`config.mk`:
```
export PLATFORM = sky130hd
export DESIGN_NAME = led_request_arbiter_and_ramp_setup
export DESIGN_NICKNAME = d
export VERILOG_FILES = /design/src/rtl/lras_pkg.sv /design/src/rtl/lras_mac.sv /design/src/rtl/lras_slots.sv /design/src/rtl/led_request_arbiter_and_ramp_setup.sv
export SDC_FILE = /design/constraint.sdc
export NUM_CORES = 1
export LEC_CHECK = 0
export BUFFER_PORTS_ARGS = -buffer_cell sky130_fd_sc_hd__buf_2
export CORE_ASPECT_RATIO = 1.2
export CORE_MARGIN = 1
export CORE_UTILIZATION = 30
export DETAILED_ROUTE_END_ITERATION = 8
export HOLD_SLACK_MARGIN = 0.12
export PLACE_DENSITY = 0.44
export SLEW_MARGIN = 25
export SYNTH_ARGS = -nofsm -noshare
export SYNTH_HDL_FRONTEND = slang
export SYNTH_SLANG_ARGS = --single-unit
```
`constraint.sdc`:
```
create_clock -name clk -period 13.9 [get_ports clk]
set_clock_uncertainty 0.1 [all_clocks]
set_input_delay 2.085 -clock clk [delete_from_list [all_inputs] [get_ports clk]]
set_output_delay 2.085 -clock clk [all_outputs]
set_load 0.02 [all_outputs]
```
`src/rtl/lras_pkg.sv`:
```
package lras_pkg;

  // Ramp and slot geometry
  localparam int RAMP_LEN = 8;
  localparam int RAMP_W   = $clog2(RAMP_LEN);
  localparam int NSLOTS   = 5;
  localparam int SLOT_W   = $clog2(NSLOTS);

  // Shared multiplier operand and accumulator widths
  localparam int MAC_W = 21;
  localparam int ACC_W = 2 * MAC_W;

  // floor(x / 255) = (x * DIV255_MAGIC) >> DIV255_SHIFT for x below 2^20
  localparam logic [MAC_W-1:0] DIV255_MAGIC = 21'd1052689;
  localparam int               DIV255_SHIFT = 28;

  // Register reset values
  localparam logic [11:0] LCD_MAX_RST  = 12'd3200;
  localparam logic [7:0]  BTN_MAX_RST  = 8'd255;
  localparam logic [9:0]  STEP_MS_RST  = 10'd50;

  // Register indexes
  localparam logic [1:0] REG_LCD_MAX = 2'd0;
  localparam logic [1:0] REG_BTN_MAX = 2'd1;
  localparam logic [1:0] REG_STEP_MS = 2'd2;

  // Light types
  localparam logic [2:0] LT_BACKLIGHT = 3'd0;
  localparam logic [2:0] LT_BUTTONS   = 3'd2;
  localparam logic [2:0] LT_BATTERY   = 3'd3;
  localparam logic [2:0] LT_NOTIFY    = 3'd4;
  localparam logic [2:0] LT_ATTENTION = 3'd5;

  // Slots in priority order
  localparam logic [SLOT_W-1:0] SLOT_ATTN  = 3'd0;
  localparam logic [SLOT_W-1:0] SLOT_NOTE  = 3'd1;
  localparam logic [SLOT_W-1:0] SLOT_BATT  = 3'd2;
  localparam logic [SLOT_W-1:0] SLOT_LCD   = 3'd3;
  localparam logic [SLOT_W-1:0] SLOT_BTN   = 3'd4;

  // Output groups
  localparam logic [1:0] GRP_RGB = 2'd0;
  localparam logic [1:0] GRP_LCD = 2'd1;
  localparam logic [1:0] GRP_BTN = 2'd2;

  // Flash kinds
  localparam logic [1:0] FLASH_TIMED = 2'd1;

  // Write targets
  localparam logic [2:0] TGT_LCD     = 3'd0;
  localparam logic [2:0] TGT_BUTTON  = 3'd1;
  localparam logic [2:0] TGT_BUTTON1 = 3'd2;
  localparam logic [2:0] TGT_RED     = 3'd3;
  localparam logic [2:0] TGT_RGB     = 3'd6;
  localparam logic [2:0] TGT_NONE    = 3'd7;

  // Write attributes
  localparam logic [2:0] ATTR_BRIGHT   = 3'd0;
  localparam logic [2:0] ATTR_BLINK    = 3'd1;
  localparam logic [2:0] ATTR_START    = 3'd2;
  localparam logic [2:0] ATTR_DUTY     = 3'd3;
  localparam logic [2:0] ATTR_PAUSE_LO = 3'd4;
  localparam logic [2:0] ATTR_PAUSE_HI = 3'd5;
  localparam logic [2:0] ATTR_STEP     = 3'd6;

  // Status codes
  localparam logic ST_OK    = 1'b0;
  localparam logic ST_NOSUP = 1'b1;

  // Luma weights
  localparam logic [7:0] LUMA_R = 8'd77;
  localparam logic [7:0] LUMA_G = 8'd150;
  localparam logic [7:0] LUMA_B = 8'd29;

  typedef struct packed {
    logic [2:0]  light_type;
    logic [31:0] argb_color;
    logic [1:0]  flash_kind;
    logic [23:0] on_time_ms;
    logic [23:0] off_time_ms;
  } lras_in_t;

  typedef struct packed {
    logic        status;
    logic [2:0]  target;
    logic [2:0]  attribute;
    logic [2:0]  ramp_step;
    logic [23:0] value;
    logic        last;
  } lras_out_t;

  typedef struct packed {
    logic [31:0] color;
    logic [1:0]  flash;
    logic [23:0] on_ms;
    logic [23:0] off_ms;
  } lras_slot_t;

  typedef struct packed {
    logic              ok;
    logic [SLOT_W-1:0] slot;
  } lras_sel_t;

  typedef struct packed {
    logic             en;
    logic             acc;
    logic [MAC_W-1:0] a;
    logic [MAC_W-1:0] b;
  } lras_mac_req_t;

  // Map a light type onto its slot
  function automatic lras_sel_t slot_of(input logic [2:0] lt);
    lras_sel_t s;
    s.ok = 1'b1;
    case (lt)
      LT_ATTENTION: s.slot = SLOT_ATTN;
      LT_NOTIFY:    s.slot = SLOT_NOTE;
      LT_BATTERY:   s.slot = SLOT_BATT;
      LT_BACKLIGHT: s.slot = SLOT_LCD;
      LT_BUTTONS:   s.slot = SLOT_BTN;
      default: begin
        s.ok   = 1'b0;
        s.slot = SLOT_ATTN;
      end
    endcase
    return s;
  endfunction

  function automatic logic [1:0] group_of(input logic [SLOT_W-1:0] slot);
    logic [1:0] g;
    if (slot <= SLOT_BATT) g = GRP_RGB;
    else if (slot == SLOT_LCD) g = GRP_LCD;
    else g = GRP_BTN;
    return g;
  endfunction

  // Exact floor(x / 255) for x up to 255 * 255
  function automatic logic [7:0] div255_16(input logic [15:0] x);
    logic [16:0] s;
    s = {1'b0, x} + 17'd1 + {9'd0, x[15:8]};
    return s[15:8];
  endfunction

  // Duty ramp in percent
  function automatic logic [6:0] duty_pct(input logic [RAMP_W-1:0] k);
    logic [6:0] d;
    case (k)
      3'd0:    d = 7'd0;
      3'd1:    d = 7'd12;
      3'd2:    d = 7'd25;
      3'd3:    d = 7'd37;
      3'd4:    d = 7'd50;
      3'd5:    d = 7'd72;
      3'd6:    d = 7'd85;
      3'd7:    d = 7'd100;
      default: d = 7'd0;
    endcase
    return d;
  endfunction

endpackage

```
`src/rtl/lras_mac.sv`:
```
module lras_mac (
  input  logic                              clk,
  input  lras_pkg::lras_mac_req_t           req,
  output logic [lras_pkg::ACC_W-1:0]        res
);

  logic [lras_pkg::ACC_W-1:0] res_r;
  logic [lras_pkg::ACC_W-1:0] prod;

  // Multiply, optionally adding onto the held result
  assign prod = req.a * req.b;

  always_ff @(posedge clk) begin
    if (req.en) begin
      res_r <= (req.acc ? res_r : '0) + prod;
    end
  end

  assign res = res_r;

endmodule

```
`src/rtl/lras_slots.sv`:
```
module lras_slots (
  input  logic                              clk,
  input  logic                              rst_n,
  input  logic                              wr_en,
  input  logic [lras_pkg::SLOT_W-1:0]       wr_slot,
  input  lras_pkg::lras_slot_t              wr_data,
  input  logic [lras_pkg::SLOT_W-1:0]       rd_slot,
  output lras_pkg::lras_slot_t              rd_data,
  output logic [lras_pkg::NSLOTS-1:0]       lit
);

  lras_pkg::lras_slot_t              slot_r [lras_pkg::NSLOTS];
  logic [lras_pkg::NSLOTS-1:0]       lit_r;

  // Hold the cached request of each slot
  always_ff @(posedge clk) begin
    if (wr_en) begin
      slot_r[wr_slot] <= wr_data;
    end
  end

  // Track which slots carry a visible colour
  always_ff @(posedge clk) begin
    if (!rst_n) begin
      lit_r <= '0;
    end else if (wr_en) begin
      lit_r[wr_slot] <= (wr_data.color[23:0] != 24'd0);
    end
  end

  assign rd_data = slot_r[rd_slot];
  assign lit     = lit_r;

endmodule

```
`src/rtl/led_request_arbiter_and_ramp_setup.sv`:
```
// Light request arbiter and LED register write sequencer.
//
// in_*  : one light request per handshake (type, ARGB colour, flash kind,
//         on and off times). in_ready is high only while the block is idle.
// out_* : one LED register write per handshake; last marks the final write
//         of a request. A one-entry output register holds the write.
// cfg_* : register writes (index, data), always ready, taken at any time.
//
// Each request runs as a sequence over one shared multiply-accumulate unit:
// alpha scaling, luma, level scaling and the duty ramp all go through it.
// In timed mode of the RGB group, each duty step runs a multiply on the
// shared unit before its write.
// A stall on out_ready holds the sequence at its current write; the next
// request is taken once the final write has been loaded into the output
// register. Synchronous reset clears the slot lit flags (all slots unlit),
// restores the register defaults and empties the output register.
module led_request_arbiter_and_ramp_setup (
  input  logic                  clk,
  input  logic                  rst_n,
  input  logic                  in_valid,
  output logic                  in_ready,
  input  lras_pkg::lras_in_t    in_data,
  output logic                  out_valid,
  input  logic                  out_ready,
  output lras_pkg::lras_out_t   out_data,
  input  logic                  cfg_valid,
  output logic                  cfg_ready,
  input  logic [1:0]            cfg_index,
  input  logic [11:0]           cfg_data
);

  typedef enum logic [4:0] {
    S_IDLE, S_ERR, S_PICK, S_SCL_MUL, S_SCL_TAKE, S_LUMA_MUL, S_LUMA_TAKE,
    S_LVL_MUL, S_LVL_DIV, S_LVL_TAKE, S_EMIT_LVL, S_BLINK_OFF, S_CH, S_SPAN,
    S_START, S_DUTY_MUL, S_DUTY_EMIT, S_PAUSE_LO, S_PAUSE_HI, S_STEP, S_BLINK_ON
  } state_t;

  localparam int SPAN_W = 10 + lras_pkg::RAMP_W + 1;

  state_t                               state_r, state_nxt;
  logic [lras_pkg::SLOT_W-1:0]          slot_r, slot_nxt;
  logic [1:0]                           grp_r, grp_nxt;
  lras_pkg::lras_slot_t                 cur_r, cur_nxt;
  logic [7:0]                           ch_r [3];
  logic [7:0]                           ch_nxt [3];
  logic [1:0]                           chan_r, chan_nxt;
  logic [lras_pkg::RAMP_W-1:0]          step_r, step_nxt;
  logic [7:0]                           luma_r, luma_nxt;
  logic [11:0]                          level_r, level_nxt;
  logic [9:0]                           dstep_r, dstep_nxt;
  logic [23:0]                          hi_r, hi_nxt;
  logic [11:0]                          lcd_max_r, lcd_max_nxt;
  logic [7:0]                           btn_max_r, btn_max_nxt;
  logic [9:0]                           step_ms_r, step_ms_nxt;
  logic                                 out_valid_r, out_valid_nxt;
  lras_pkg::lras_out_t                  out_data_r, out_data_nxt;

  logic                                 in_acc;
  logic                                 out_free;
  logic                                 emit;
  lras_pkg::lras_out_t                  emit_data;
  lras_pkg::lras_sel_t                  sel;
  lras_pkg::lras_slot_t                 wr_data;
  lras_pkg::lras_slot_t                 rd_data;
  logic [lras_pkg::NSLOTS-1:0]          lit;
  logic [lras_pkg::SLOT_W-1:0]          pick;
  lras_pkg::lras_mac_req_t              mac_req;
  logic [lras_pkg::ACC_W-1:0]           mac_res;
  logic [7:0]                           raw_ch;
  logic [7:0]                           ch_sel;
  logic [7:0]                           luma_coef;
  logic [2:0]                           chan_tgt;
  logic [SPAN_W-1:0]                    span;

  // Slot cache and shared arithmetic unit
  lras_slots u_slots (
    .clk     (clk),
    .rst_n   (rst_n),
    .wr_en   (in_acc & sel.ok),
    .wr_slot (sel.slot),
    .wr_data (wr_data),
    .rd_slot (pick),
    .rd_data (rd_data),
    .lit     (lit)
  );

  lras_mac u_mac (
    .clk (clk),
    .req (mac_req),
    .res (mac_res)
  );

  assign in_ready  = (state_r == S_IDLE);
  assign in_acc    = in_valid & in_ready;
  assign cfg_ready = 1'b1;
  assign out_valid = out_valid_r;
  assign out_data  = out_data_r;
  assign out_free  = !out_valid_r || out_ready;

  assign sel = lras_pkg::slot_of(in_data.light_type);

  assign wr_data.color  = in_data.argb_color;
  assign wr_data.flash  = in_data.flash_kind;
  assign wr_data.on_ms  = in_data.on_time_ms;
  assign wr_data.off_ms = in_data.off_time_ms;

  // Pick the highest priority lit slot of the RGB group, else the request's slot
  always_comb begin
    pick = slot_r;
    if (grp_r == lras_pkg::GRP_RGB) begin
      if (lit[lras_pkg::SLOT_ATTN]) pick = lras_pkg::SLOT_ATTN;
      else if (lit[lras_pkg::SLOT_NOTE]) pick = lras_pkg::SLOT_NOTE;
      else if (lit[lras_pkg::SLOT_BATT]) pick = lras_pkg::SLOT_BATT;
    end
  end

  // Select per-channel operands
  always_comb begin
    case (chan_r)
      2'd0: begin
        raw_ch    = cur_r.color[23:16];
        ch_sel    = ch_r[0];
        luma_coef = lras_pkg::LUMA_R;
      end
      2'd1: begin
        raw_ch    = cur_r.color[15:8];
        ch_sel    = ch_r[1];
        luma_coef = lras_pkg::LUMA_G;
      end
      default: begin
        raw_ch    = cur_r.color[7:0];
        ch_sel    = ch_r[2];
        luma_coef = lras_pkg::LUMA_B;
      end
    endcase
  end

  assign chan_tgt = lras_pkg::TGT_RED + {1'b0, chan_r};
  assign span     = {step_ms_r, {(lras_pkg::RAMP_W + 1){1'b0}}};

  // Sequencer
  always_comb begin
    state_nxt   = state_r;
    slot_nxt    = slot_r;
    grp_nxt     = grp_r;
    cur_nxt     = cur_r;
    ch_nxt      = ch_r;
    chan_nxt    = chan_r;
    step_nxt    = step_r;
    luma_nxt    = luma_r;
    level_nxt   = level_r;
    dstep_nxt   = dstep_r;
    hi_nxt      = hi_r;
    mac_req     = '0;
    emit        = 1'b0;
    emit_data   = '0;

    case (state_r)
      S_IDLE: begin
        if (in_acc) begin
          slot_nxt  = sel.slot;
          grp_nxt   = lras_pkg::group_of(sel.slot);
          chan_nxt  = 2'd0;
          state_nxt = sel.ok ? S_PICK : S_ERR;
        end
      end
      S_ERR: begin
        if (out_free) begin
          emit             = 1'b1;
          emit_data.status = lras_pkg::ST_NOSUP;
          emit_data.target = lras_pkg::TGT_NONE;
          emit_data.last   = 1'b1;
          state_nxt        = S_IDLE;
        end
      end
      S_PICK: begin
        cur_nxt   = rd_data;
        state_nxt = S_SCL_MUL;
      end
      S_SCL_MUL: begin
        mac_req.en = 1'b1;
        mac_req.a  = lras_pkg::MAC_W'(raw_ch);
        mac_req.b  = lras_pkg::MAC_W'(cur_r.color[31:24]);
        state_nxt  = S_SCL_TAKE;
      end
      S_SCL_TAKE: begin
        ch_nxt[chan_r] = lras_pkg::div255_16(mac_res[15:0]);
        if (chan_r == 2'd2) begin
          chan_nxt  = 2'd0;
          state_nxt = (grp_r == lras_pkg::GRP_RGB) ? S_BLINK_OFF : S_LUMA_MUL;
        end else begin
          chan_nxt  = chan_r + 2'd1;
          state_nxt = S_SCL_MUL;
        end
      end
      S_LUMA_MUL: begin
        mac_req.en  = 1'b1;
        mac_req.acc = (chan_r != 2'd0);
        mac_req.a   = lras_pkg::MAC_W'(luma_coef);
        mac_req.b   = lras_pkg::MAC_W'(ch_sel);
        if (chan_r == 2'd2) begin
          chan_nxt  = 2'd0;
          state_nxt = S_LUMA_TAKE;
        end else begin
          chan_nxt = chan_r + 2'd1;
        end
      end
      S_LUMA_TAKE: begin
        luma_nxt  = mac_res[15:8];
        state_nxt = S_LVL_MUL;
      end
      S_LVL_MUL: begin
        mac_req.en = 1'b1;
        mac_req.a  = lras_pkg::MAC_W'(luma_r);
        mac_req.b  = (grp_r == lras_pkg::GRP_LCD) ? lras_pkg::MAC_W'(lcd_max_r)
                                                  : lras_pkg::MAC_W'(btn_max_r);
        state_nxt  = S_LVL_DIV;
      end
      S_LVL_DIV: begin
        // Display level needs the wide reciprocal, buttons fit 16 bits
        if (grp_r == lras_pkg::GRP_LCD) begin
          mac_req.en = 1'b1;
          mac_req.a  = mac_res[lras_pkg::MAC_W-1:0];
          mac_req.b  = lras_pkg::DIV255_MAGIC;
          state_nxt  = S_LVL_TAKE;
        end else begin
          level_nxt = {4'd0, lras_pkg::div255_16(mac_res[15:0])};
          state_nxt = S_EMIT_LVL;
        end
      end
      S_LVL_TAKE: begin
        level_nxt = mac_res[lras_pkg::DIV255_SHIFT +: 12];
        state_nxt = S_EMIT_LVL;
      end
      S_EMIT_LVL: begin
        if (out_free) begin
          emit            = 1'b1;
          emit_data.value = {12'd0, level_r};
          if (grp_r == lras_pkg::GRP_LCD) begin
            emit_data.target = lras_pkg::TGT_LCD;
            emit_data.last   = 1'b1;
            state_nxt        = S_IDLE;
          end else if (chan_r == 2'd0) begin
            emit_data.target = lras_pkg::TGT_BUTTON;
            chan_nxt         = 2'd1;
          end else begin
            emit_data.target = lras_pkg::TGT_BUTTON1;
            emit_data.last   = 1'b1;
            chan_nxt         = 2'd0;
            state_nxt        = S_IDLE;
          end
        end
      end
      S_BLINK_OFF: begin
        if (out_free) begin
          emit                = 1'b1;
          emit_data.target    = lras_pkg::TGT_RGB;
          emit_data.attribute = lras_pkg::ATTR_BLINK;
          state_nxt = (cur_r.flash == lras_pkg::FLASH_TIMED) ? S_SPAN : S_CH;
        end
      end
      S_CH: begin
        if (out_free) begin
          emit             = 1'b1;
          emit_data.target = chan_tgt;
          emit_data.value  = {16'd0, ch_sel};
          emit_data.last   = (chan_r == 2'd2);
          if (chan_r == 2'd2) begin
            chan_nxt  = 2'd0;
            state_nxt = S_IDLE;
          end else begin
            chan_nxt = chan_r + 2'd1;
          end
        end
      end
      S_SPAN: begin
        // Shorten the step when the on time cannot hold a full ramp up and down
        if (cur_r.on_ms < 24'(span)) begin
          dstep_nxt = 10'(cur_r.on_ms >> (lras_pkg::RAMP_W + 1));
          hi_nxt    = 24'd0;
        end else begin
          dstep_nxt = step_ms_r;
          hi_nxt    = cur_r.on_ms - 24'(span);
        end
        state_nxt = S_START;
      end
      S_START: begin
        if (out_free) begin
          emit                = 1'b1;
          emit_data.target    = chan_tgt;
          emit_data.attribute = lras_pkg::ATTR_START;
          emit_data.value     = 24'({chan_r, {lras_pkg::RAMP_W{1'b0}}});
          step_nxt            = '0;
          state_nxt           = S_DUTY_MUL;
        end
      end
      S_DUTY_MUL: begin
        mac_req.en = 1'b1;
        mac_req.a  = lras_pkg::MAC_W'(lras_pkg::duty_pct(step_r));
        mac_req.b  = lras_pkg::MAC_W'(ch_sel);
        state_nxt  = S_DUTY_EMIT;
      end
      S_DUTY_EMIT: begin
        if (out_free) begin
          emit                = 1'b1;
          emit_data.target    = chan_tgt;
          emit_data.attribute = lras_pkg::ATTR_DUTY;
          emit_data.ramp_step = step_r;
          emit_data.value     = {16'd0, lras_pkg::div255_16(mac_res[15:0])};
          if (step_r == lras_pkg::RAMP_W'(lras_pkg::RAMP_LEN - 1)) begin
            step_nxt  = '0;
            state_nxt = S_PAUSE_LO;
          end else begin
            step_nxt  = step_r + 1'b1;
            state_nxt = S_DUTY_MUL;
          end
        end
      end
      S_PAUSE_LO: begin
        if (out_free) begin
          emit                = 1'b1;
          emit_data.target    = chan_tgt;
          emit_data.attribute = lras_pkg::ATTR_PAUSE_LO;
          emit_data.value     = cur_r.off_ms;
          state_nxt           = S_PAUSE_HI;
        end
      end
      S_PAUSE_HI: begin
        if (out_free) begin
          emit                = 1'b1;
          emit_data.target    = chan_tgt;
          emit_data.attribute = lras_pkg::ATTR_PAUSE_HI;
          emit_data.value     = hi_r;
          state_nxt           = S_STEP;
        end
      end
      S_STEP: begin
        if (out_free) begin
          emit                = 1'b1;
          emit_data.target    = chan_tgt;
          emit_data.attribute = lras_pkg::ATTR_STEP;
          emit_data.value     = {14'd0, dstep_r};
          if (chan_r == 2'd2) begin
            chan_nxt  = 2'd0;
            state_nxt = S_BLINK_ON;
          end else begin
            chan_nxt  = chan_r + 2'd1;
            state_nxt = S_START;
          end
        end
      end
      S_BLINK_ON: begin
        if (out_free) begin
          emit                = 1'b1;
          emit_data.target    = lras_pkg::TGT_RGB;
          emit_data.attribute = lras_pkg::ATTR_BLINK;
          emit_data.value     = 24'd1;
          emit_data.last      = 1'b1;
          state_nxt           = S_IDLE;
        end
      end
      default: begin
        state_nxt = S_IDLE;
      end
    endcase
  end

  // Load the output register on a write, drop it once taken
  always_comb begin
    out_data_nxt  = out_data_r;
    out_valid_nxt = out_valid_r;
    if (emit) begin
      out_data_nxt  = emit_data;
      out_valid_nxt = 1'b1;
    end else if (out_ready) begin
      out_valid_nxt = 1'b0;
    end
  end

  // Decode configuration writes
  always_comb begin
    lcd_max_nxt = lcd_max_r;
    btn_max_nxt = btn_max_r;
    step_ms_nxt = step_ms_r;
    if (cfg_valid && cfg_ready) begin
      case (cfg_index)
        lras_pkg::REG_LCD_MAX: lcd_max_nxt = cfg_data;
        lras_pkg::REG_BTN_MAX: btn_max_nxt = cfg_data[7:0];
        lras_pkg::REG_STEP_MS: step_ms_nxt = cfg_data[9:0];
        default: begin
          lcd_max_nxt = lcd_max_r;
        end
      endcase
    end
  end

  // Hold state, working registers and the output register
  always_ff @(posedge clk) begin
    if (!rst_n) begin
      state_r     <= S_IDLE;
      chan_r      <= 2'd0;
      step_r      <= '0;
      out_valid_r <= 1'b0;
      lcd_max_r   <= lras_pkg::LCD_MAX_RST;
      btn_max_r   <= lras_pkg::BTN_MAX_RST;
      step_ms_r   <= lras_pkg::STEP_MS_RST;
    end else begin
      state_r     <= state_nxt;
      chan_r      <= chan_nxt;
      step_r      <= step_nxt;
      out_valid_r <= out_valid_nxt;
      lcd_max_r   <= lcd_max_nxt;
      btn_max_r   <= btn_max_nxt;
      step_ms_r   <= step_ms_nxt;
    end
    slot_r     <= slot_nxt;
    grp_r      <= grp_nxt;
    cur_r      <= cur_nxt;
    ch_r       <= ch_nxt;
    luma_r     <= luma_nxt;
    level_r    <= level_nxt;
    dstep_r    <= dstep_nxt;
    hi_r       <= hi_nxt;
    out_data_r <= out_data_nxt;
  end

  // Checks
  a_busy_after_req: assert property (@(posedge clk) disable iff (!rst_n)
    in_acc |=> !in_ready)
    else $error("request taken while a sequence was starting");

  a_last_ends_seq: assert property (@(posedge clk) disable iff (!rst_n)
    (emit && emit_data.last) |=> (state_r == S_IDLE))
    else $error("sequence did not end after its final write");

  a_nosup_form: assert property (@(posedge clk) disable iff (!rst_n)
    (out_valid_r && out_data_r.status == lras_pkg::ST_NOSUP) |->
      (out_data_r.target == lras_pkg::TGT_NONE && out_data_r.last))
    else $error("malformed not-supported result");

  a_step_only_duty: assert property (@(posedge clk) disable iff (!rst_n)
    (out_valid_r && out_data_r.attribute != lras_pkg::ATTR_DUTY) |->
      (out_data_r.ramp_step == '0))
    else $error("ramp step set on a write that is not a duty write");

  a_chan_range: assert property (@(posedge clk) disable iff (!rst_n)
    chan_r != 2'd3)
    else $error("channel counter out of range");

endmodule
```
==> reports/metrics.csv, run 1 <==
metric,value,unit
status,finished with violations,
violated checks,DRC,
ys flop type,edfxtp_1,
Logic pwr share,0.427,
synth warn,0,
Least-Margin Pin Slew,988,ps
Mapped Cells,3405,
WL final,109000,µm
WHS Path Cells,2,
post-route ant nets,0,
period utilisation layout,0.677,
register area share after synthesis,0.534,
Slew Limit Fails,0,
I/O pin total,142,
number of global-route vias before repair,25600,
CTS root buffer,clkbuf_16,
CTS tree,done,
Slew Limit Headroom,0.336,
most frequent cells after synthesis,"nand2_1, edfxtp_1, inv_1, fa_1, ha_1",
largest delay contributor family on the critical path,adder cells,
crit path time final,9410,ps
Crit Path Category,reg2reg,
Setup TNS,0,ps
Non-Filler Instances,5380,
CTS max path bufs,3,
global route overflow,0,
leading area contributor after synthesis,edfxtp_1,
FP Rows,143,
asr flop ratio synth,0,
Clock power frac,0.231,
Maximum Capacitance Violations,0,
Iter 0 DRT Violations,1476,
Seq pwr share,0.342,
CP Cell Sequence,nand2b_1 > or3_1 > o21ai_1 > a221oi_1 > nor2_1 > fa_1 > fa_1 > inv_1 > fa_1 > inv_1 > fa_1 > fa_1 > fa_1 > fa_1 > ha_1 > a21oi_1 > o21ai_1 > a211o_1 > nand2b_1 > o31ai_1 > a21boi_1 > o211ai_1 > xor2_1,
vias per cell,4.65,
worst r2r path cells,23,
Horiz. Die Dim,329,µm
core area,127000,µm²
Crit path depth,23,
setup bufs post-CTS,0,
first-pass GRT wire length,164000,µm
die area,130000,µm²
largest net degree at the start of global routing,91,
synth top area cells,"edfxtp_1, fa_1, nand2_1",
initial antenna violation count,22,
Place WS,4600,ps
crit-path max cell delay,900,ps
Int Power,5290,µW
worst path buffer plus inverter count,2,
RSZ-0062 raised after global routing,false,
share of cells above drive strength 1,0.0855,
die height,394,µm
HPWL after detailed placement,77100,µm
routability cong.,0.865,
most frequent cell after synthesis,nand2_1,
most frequent CP cell,fa_1,
Fin. Hold Viols,0,
H-tree Lvls,3,
Post-synth EDFFs,650,
Sw Ratio,0.396,
synthesis-to-layout area growth,14.7,%
initial core utilization,0.303,
crit end category,flop,
fill count,12800,
Mean Syn Cell Area,11.3,µm²
Total GRT Usage,0.169,
fmax,0.106,GHz
share of the synthesized area in the top cell type,0.507,
drt wl/cell,20.2,µm
number of CTS-inserted buffers,75,
PortBufs,140,
clk slew on worst S/H paths,60,ps
critical path peak fanout,22,
worst vdd ir,167,µV
Placed Cells incl. Taps,5238,
Setup WS post-layout,4490,ps
Remaining DRCs,6,
Via Count,25000,
startpoint types,flop,
fin nets,4187,
CP max-delay cell,a221oi_1,
final setup vio count,0,
drt first pass iters,7,
CTS resizes,0,
hold buffers post-CTS,0,
switching power,3470,µW
Hold/Removal Path Class,reg2reg,
Lkg Pwr,0.0180,µW
Worst-Skew Late Latency,660,ps
post-synthesis register bit count,701,
Pwr per Cell Area,198,nW/µm²
count of unique library cells instantiated by Yosys,68,
Mapped Area,38500,µm²
"Data arrival, critical path",9710,ps
Worst EP required,14200,ps
CTS sink count,701,
-- final timing paths --
| path | slack, ps | from | endpoint |
|---|---|---|---|
| min | 350 | lcd_max_r[5]$_SDFFE_PN0P_ | lcd_max_r[5]$_SDFFE_PN0P_ |
| max | 4490 | state_r[1]$_SDFFE_PN0P_ | u_mac.res[37]$_DFFE_PP_ |
| min reg2reg | 350 | lcd_max_r[5]$_SDFFE_PN0P_ | lcd_max_r[5]$_SDFFE_PN0P_ |
| max reg2reg | 4490 | state_r[1]$_SDFFE_PN0P_ | u_mac.res[37]$_DFFE_PP_ |
-- metal layers --
metal	global-route usage	vias up	routed length [µm]
li1	-	12000	-
met3	0.0316	129	4680
met5	0	-	124
met1	0.213	12500	46900
met2	0.296	403	54900
met4	0.0385	20	2050
-- layout make-up --
type | count | area (µm²) | share of cell area
diodes | 7 | 17.5 | 0.000397
repair buffers | 181 | 1030 | 0.0233
clock inverters | 28 | 367 | 0.00831
clock buffers | 107 | 2080 | 0.0472
flip-flops and latches | 701 | 20500 | 0.465
multi-input cells | 2359 | 16800 | 0.380
inverters | 330 | 1240 | 0.0281
well taps | 1667 | 2090 | 0.0473
-- placed cells by master (no fill, tap or decap), types with 40 or more instances in the layout --
master	n
a21oi_1	121
and2_1	40
buf_2	140
buf_4	40
clkbuf_16	78
conb_1	131
dfxtp_1	51
edfxtp_1	650
fa_1	254
ha_1	181
inv_1	327
nand2_1	756
nand3_1	114
nor2_1	150
o21ai_0	169
o21ai_1	55
-- state kept, by name, indices dropped and copies added, names as in the netlist, named ones only --
register,cells
luma_r,8
hi_r,24
out_valid,1
btn_max_r,8
dstep_r,10
chan_r,2
state_r,5
u_slots.lit,3
cur_r,82
level_r,12
grp_r,2
out_data,35
step_ms_r,10
u_slots.slot_r,410
lcd_max_r,12
ch_r,24
slot_r,3
u_mac.res,40
step_r,3
-- worst reg2reg max path: stages (launching register included) --
cell and delay (ps):
dfxtp_1 870, nand2b_1 490, or3_1 390, o21ai_1 300
a221oi_1 900, nor2_1 150, fa_1 480, fa_1 490
inv_1 50, fa_1 470, inv_1 50, fa_1 480
fa_1 460, fa_1 440, fa_1 470, ha_1 420
a21oi_1 130, o21ai_1 290, a211o_1 160, nand2b_1 70
o31ai_1 830, a21boi_1 300, o211ai_1 280, xor2_1 90
-- power groups by stage --
stage          Sequential (µW)  Combinational (µW)  Clock (µW)
2_1_floorplan             3000                2600           0
3_3_place_gp              3040                3780           0
3_5_place_dp              3040                3760           0
4_1_cts                   3000                3790        2080
5_1_grt                   3020                4190        2150
6_report                  2990                3740        2030
-- metrics by stage --
stage	util	instance area (µm²)	hold WS (ps)	total power (µW)
after global routing	0.347	44100	371	9360
after detailed placement	0.328	41700	347	6800
after floorplan	-	39000	324	5600
final	0.347	44100	353	8760
after CTS	0.347	44100	356	8870
after global placement	0.328	41600	345	6830
-- logic make-up after synthesis --
group / Yosys count / synth area share
and+or+nand+nor: 1218 / 0.135
DFF: 701 / 0.534
AOI/OAI and AO/OA: 511 / 0.0791
buffers and inverters: 474 / 0.0465
adders and majority gates: 435 / 0.191
xor gates and xnor gates: 57 / 0.0130
muxes: 7 / 0.00195
other: 2 / 0.000195
Power figures use the tool's default switching activity.
==> run 2: changes to the inputs <==
ABC_AREA = 1   (was default)
PLACE_DENSITY = 0.43   (was 0.44)
clock period = 9.3 ns   (was 13.9 ns; I/O delays follow)
==> run 2 against run 1 <==
- the run now ends clean
- worst hold slack worse by 6.2 ps
- setup slack worse by 3300 ps
- final cell count is 15% higher
- power is 63% higher
- flip-flop and latch count stayed put
- global-route usage is 1.3 points higher
- first-iteration DRC count is 9.5% higher
- fmax is 16% higher
- design area is 6.1% higher
- clock power is 60% higher
- largest power group unchanged
==> reports/metrics.csv, run 2 <==
metric,value,unit,change
leading area contributor after synthesis,edfxtp_1,,
RSZ-0062 raised after global routing,false,,
routed wl met3,3830,µm,-18%
critical path peak fanout,19,,-14%
most frequent cell after synthesis,nand2_1,,
largest net degree at the start of global routing,80,,-12%
uppermost layer routed,met5,,
FF+latch area,20500,µm²,unchanged
ys flop type,edfxtp_1,,
share of cells above drive strength 1,0.106,,+0.0206
worst r2r path cells,31,,+35%
Mean Syn Cell Area,10.1,µm²,-11%
Non-Filler Instances,6193,,+15%
Post-synth EDFFs,650,,unchanged
Least-Margin Pin Slew,999,ps,+11.7 ps
register area share after synthesis,0.505,,-0.0290
post-synthesis register bit count,701,,unchanged
clk slew on worst S/H paths,70,ps,about the same
number of global-route vias before repair,29000,,+13%
Fin. Hold Viols,0,,unchanged
switching power,6130,µW,+77%
crit path time final,8080,ps,-1330 ps
first-pass GRT wire length,186000,µm,+13%
Clock power frac,0.228,,-0.003
Sw Ratio,0.430,,+0.0342
crit end category,flop,,
I/O pin total,142,,unchanged
Top reg by flops,u_slots.slot_r,,
asr flop ratio synth,0,,unchanged
initial core utilization,0.303,,about the same
synth warn,0,,unchanged
most frequent cells after synthesis,"nand2_1, edfxtp_1, inv_1, nor2_1, fa_1",,
CTS root buffer,clkbuf_16,,
Crit Path Category,reg2reg,,
CP max-delay cell,dfxtp_1,,
fmax,0.124,GHz,+16%
post-route ant nets,0,,unchanged
Total GRT Usage,0.182,,+0.0133
Setup TNS,0,ps,unchanged
WHS Path Cells,2,,unchanged
FP Rows,147,,+2.8%
count of unique library cells instantiated by Yosys,58,,-15%
Hold/Removal Path Class,reg2reg,,
routability cong.,0.902,,+4.3%
startpoint types,flop,,
fin nets,4874,,+16%
CTS tree,done,,
PortBufs,140,,unchanged
Placed Cells incl. Taps,6041,,+15%
period utilisation layout,0.869,,+0.192
setup bufs post-CTS,0,,unchanged
CTS max path bufs,3,,unchanged
largest delay contributor family on the critical path,adder cells,,
hold path startpoint,btn_max_r[4]$_SDFFE_PN1P_,,
H-tree Lvls,3,,unchanged
share of the synthesized area in the top cell type,0.480,,-0.0275
status,finished clean,,
CTS sink count,701,,unchanged
Final Util,0.349,,+0.00122
Worst EP required,9670,ps,-4530 ps
Seq pwr share,0.310,,-0.032
worst vdd ir,191,µV,+14%
number of CTS-inserted buffers,80,,+6.7%
Via Count,27900,,+11%
synth top area cells,"edfxtp_1, fa_1, nand2_1",,
WL final,123000,µm,+13%
Mapped Cells,4046,,+19%
Maximum Capacitance Violations,0,,unchanged
die height,406,µm,+2.8%
Mapped Area,40700,µm²,+5.7%
core area,134000,µm²,+5.7%
WL met1,52600,µm,+12%
Pwr per Cell Area,304,nW/µm²,+53%
drt wl/cell,19.9,µm,-1.4%
Slew Limit Fails,0,,unchanged
HPWL after detailed placement,90500,µm,+17%
Remaining DRCs,0,,-6
Place WS,1210,ps,-3390 ps
"Data arrival, critical path",8450,ps,-1260 ps
number of flip-flops in the largest register,410,,unchanged
DR WL met2,63200,µm,+15%
crit-path max cell delay,670,ps,-230 ps
die area,137000,µm²,+5.7%
Iter 0 DRT Violations,1616,,+9.5%
final setup vio count,0,,unchanged
CTS resizes,0,,unchanged
"commonest cells after routing, fill and taps aside","nand2_1, edfxtp_1, inv_1",,
hold buffers post-CTS,0,,unchanged
global route overflow,0,,unchanged
initial antenna violation count,23,,+4.5%
"commonest non-fill, non-tap cell in the layout",nand2_1,,
Setup WS post-layout,1220,ps,-3270 ps
fill count,13800,,+7.1%
Worst-Skew Late Latency,700,ps,+40 ps
Critical R2R Capture,u_mac.res[30]$_DFFE_PP_,,
Int Power,8120,µW,+53%
Worst Hold Path EP,btn_max_r[4]$_SDFFE_PN1P_,,
Lkg Pwr,0.0208,µW,+15%
R2R Path Start,state_r[4]$_SDFFE_PN0P_,,
synthesis-to-layout area growth,15.0,%,
worst path buffer plus inverter count,8,,+6
Logic pwr share,0.462,,+0.035
Slew Limit Headroom,0.333,,-0.00311
area of the multi-input gates,17700,µm²,+5.8%
R2R Setup Slk,1220,ps,-3270 ps
vias per cell,4.50,,-3.2%
drt first pass iters,5,,-2
Horiz. Die Dim,338,µm,+2.8%
==> run 2: area by class of cell <==
| cell class | instances | area share |
|---|---|---|
| diodes | 5 | 0.000267 |
| inverters | 664 | 0.0534 |
| clock buffers | 101 | 0.0460 |
| repair buffers | 191 | 0.0234 |
| well taps | 1788 | 0.0478 |
| clock inverters | 46 | 0.0113 |
| flip-flops and latches | 701 | 0.439 |
| multi-input cells | 2697 | 0.379 |
==> run 2: tightest hold or removal path: stages, from the launching register on <==
cell and delay (ps):
dfxtp_1 320, nand2_1 50, nand3_1 50
==> run 2: worst max-delay path by stage <==
stage | from | end | slack [ps] | cells past startpoint
global route | state_r[4]$_SDFFE_PN0P_ | u_mac.res[30]$_DFFE_PP_ | 800 | 31
CTS | chan_r[0]$_SDFFE_PN0P_ | u_mac.res[30]$_DFFE_PP_ | 1200 | 29
floorplan | in_valid | u_slots.slot_r[4][0]$_DFFE_PP_ | 1190 | 4
detailed placement | chan_r[0]$_SDFFE_PN0P_ | u_mac.res[37]$_DFFE_PP_ | 1210 | 30
finish | state_r[4]$_SDFFE_PN0P_ | u_mac.res[30]$_DFFE_PP_ | 1220 | 31
global placement | chan_r[0]$_SDFFE_PN0P_ | u_mac.res[37]$_DFFE_PP_ | 1100 | 29
==> run 2: cell families (layout without fill, tap and decap cells) <==
logic type | Yosys count | after routing | share of synthesized area
buffers and inverters | 777 | 1002 | 0.0733
XOR/XNOR | 30 | 30 | 0.00645
AO/OA/AOI/OAI | 463 | 463 | 0.0660
other | 2 | 136 | 0.000184
flip-flops | 701 | 701 | 0.505
AND/OR/NAND/NOR | 1638 | 1638 | 0.169
adder cells (fa/ha/maj) | 435 | 435 | 0.181
==> run 2: power groups by stage <==
stage / logic [µW] / registers, µW / clock network [µW]
global route: 7450 / 4450 / 3430
finish: 6570 / 4420 / 3250
floorplan: 4360 / 4470 / 0
detailed placement: 6620 / 4490 / 0
CTS: 6680 / 4430 / 3320
global placement: 6650 / 4490 / 0
==> run 2: routing by layer <==
| layer | up-vias | GRT usage |
|---|---|---|
| li1 | 13600 | - |
| met1 | 13600 | 0.223 |
| met2 | 445 | 0.330 |
| met3 | 164 | 0.0204 |
| met4 | 12 | 0.0613 |
| met5 | - | 0 |
==> run 2: metrics by stage <==
step,hold WS [ps],total power (µW),cell area (µm²)
after detailed placement,337,11100,44100
after global routing,377,15300,46800
after CTS,351,14400,46800
final,347,14200,46800
after global placement,333,11100,44100
after floorplan,321,8830,41200
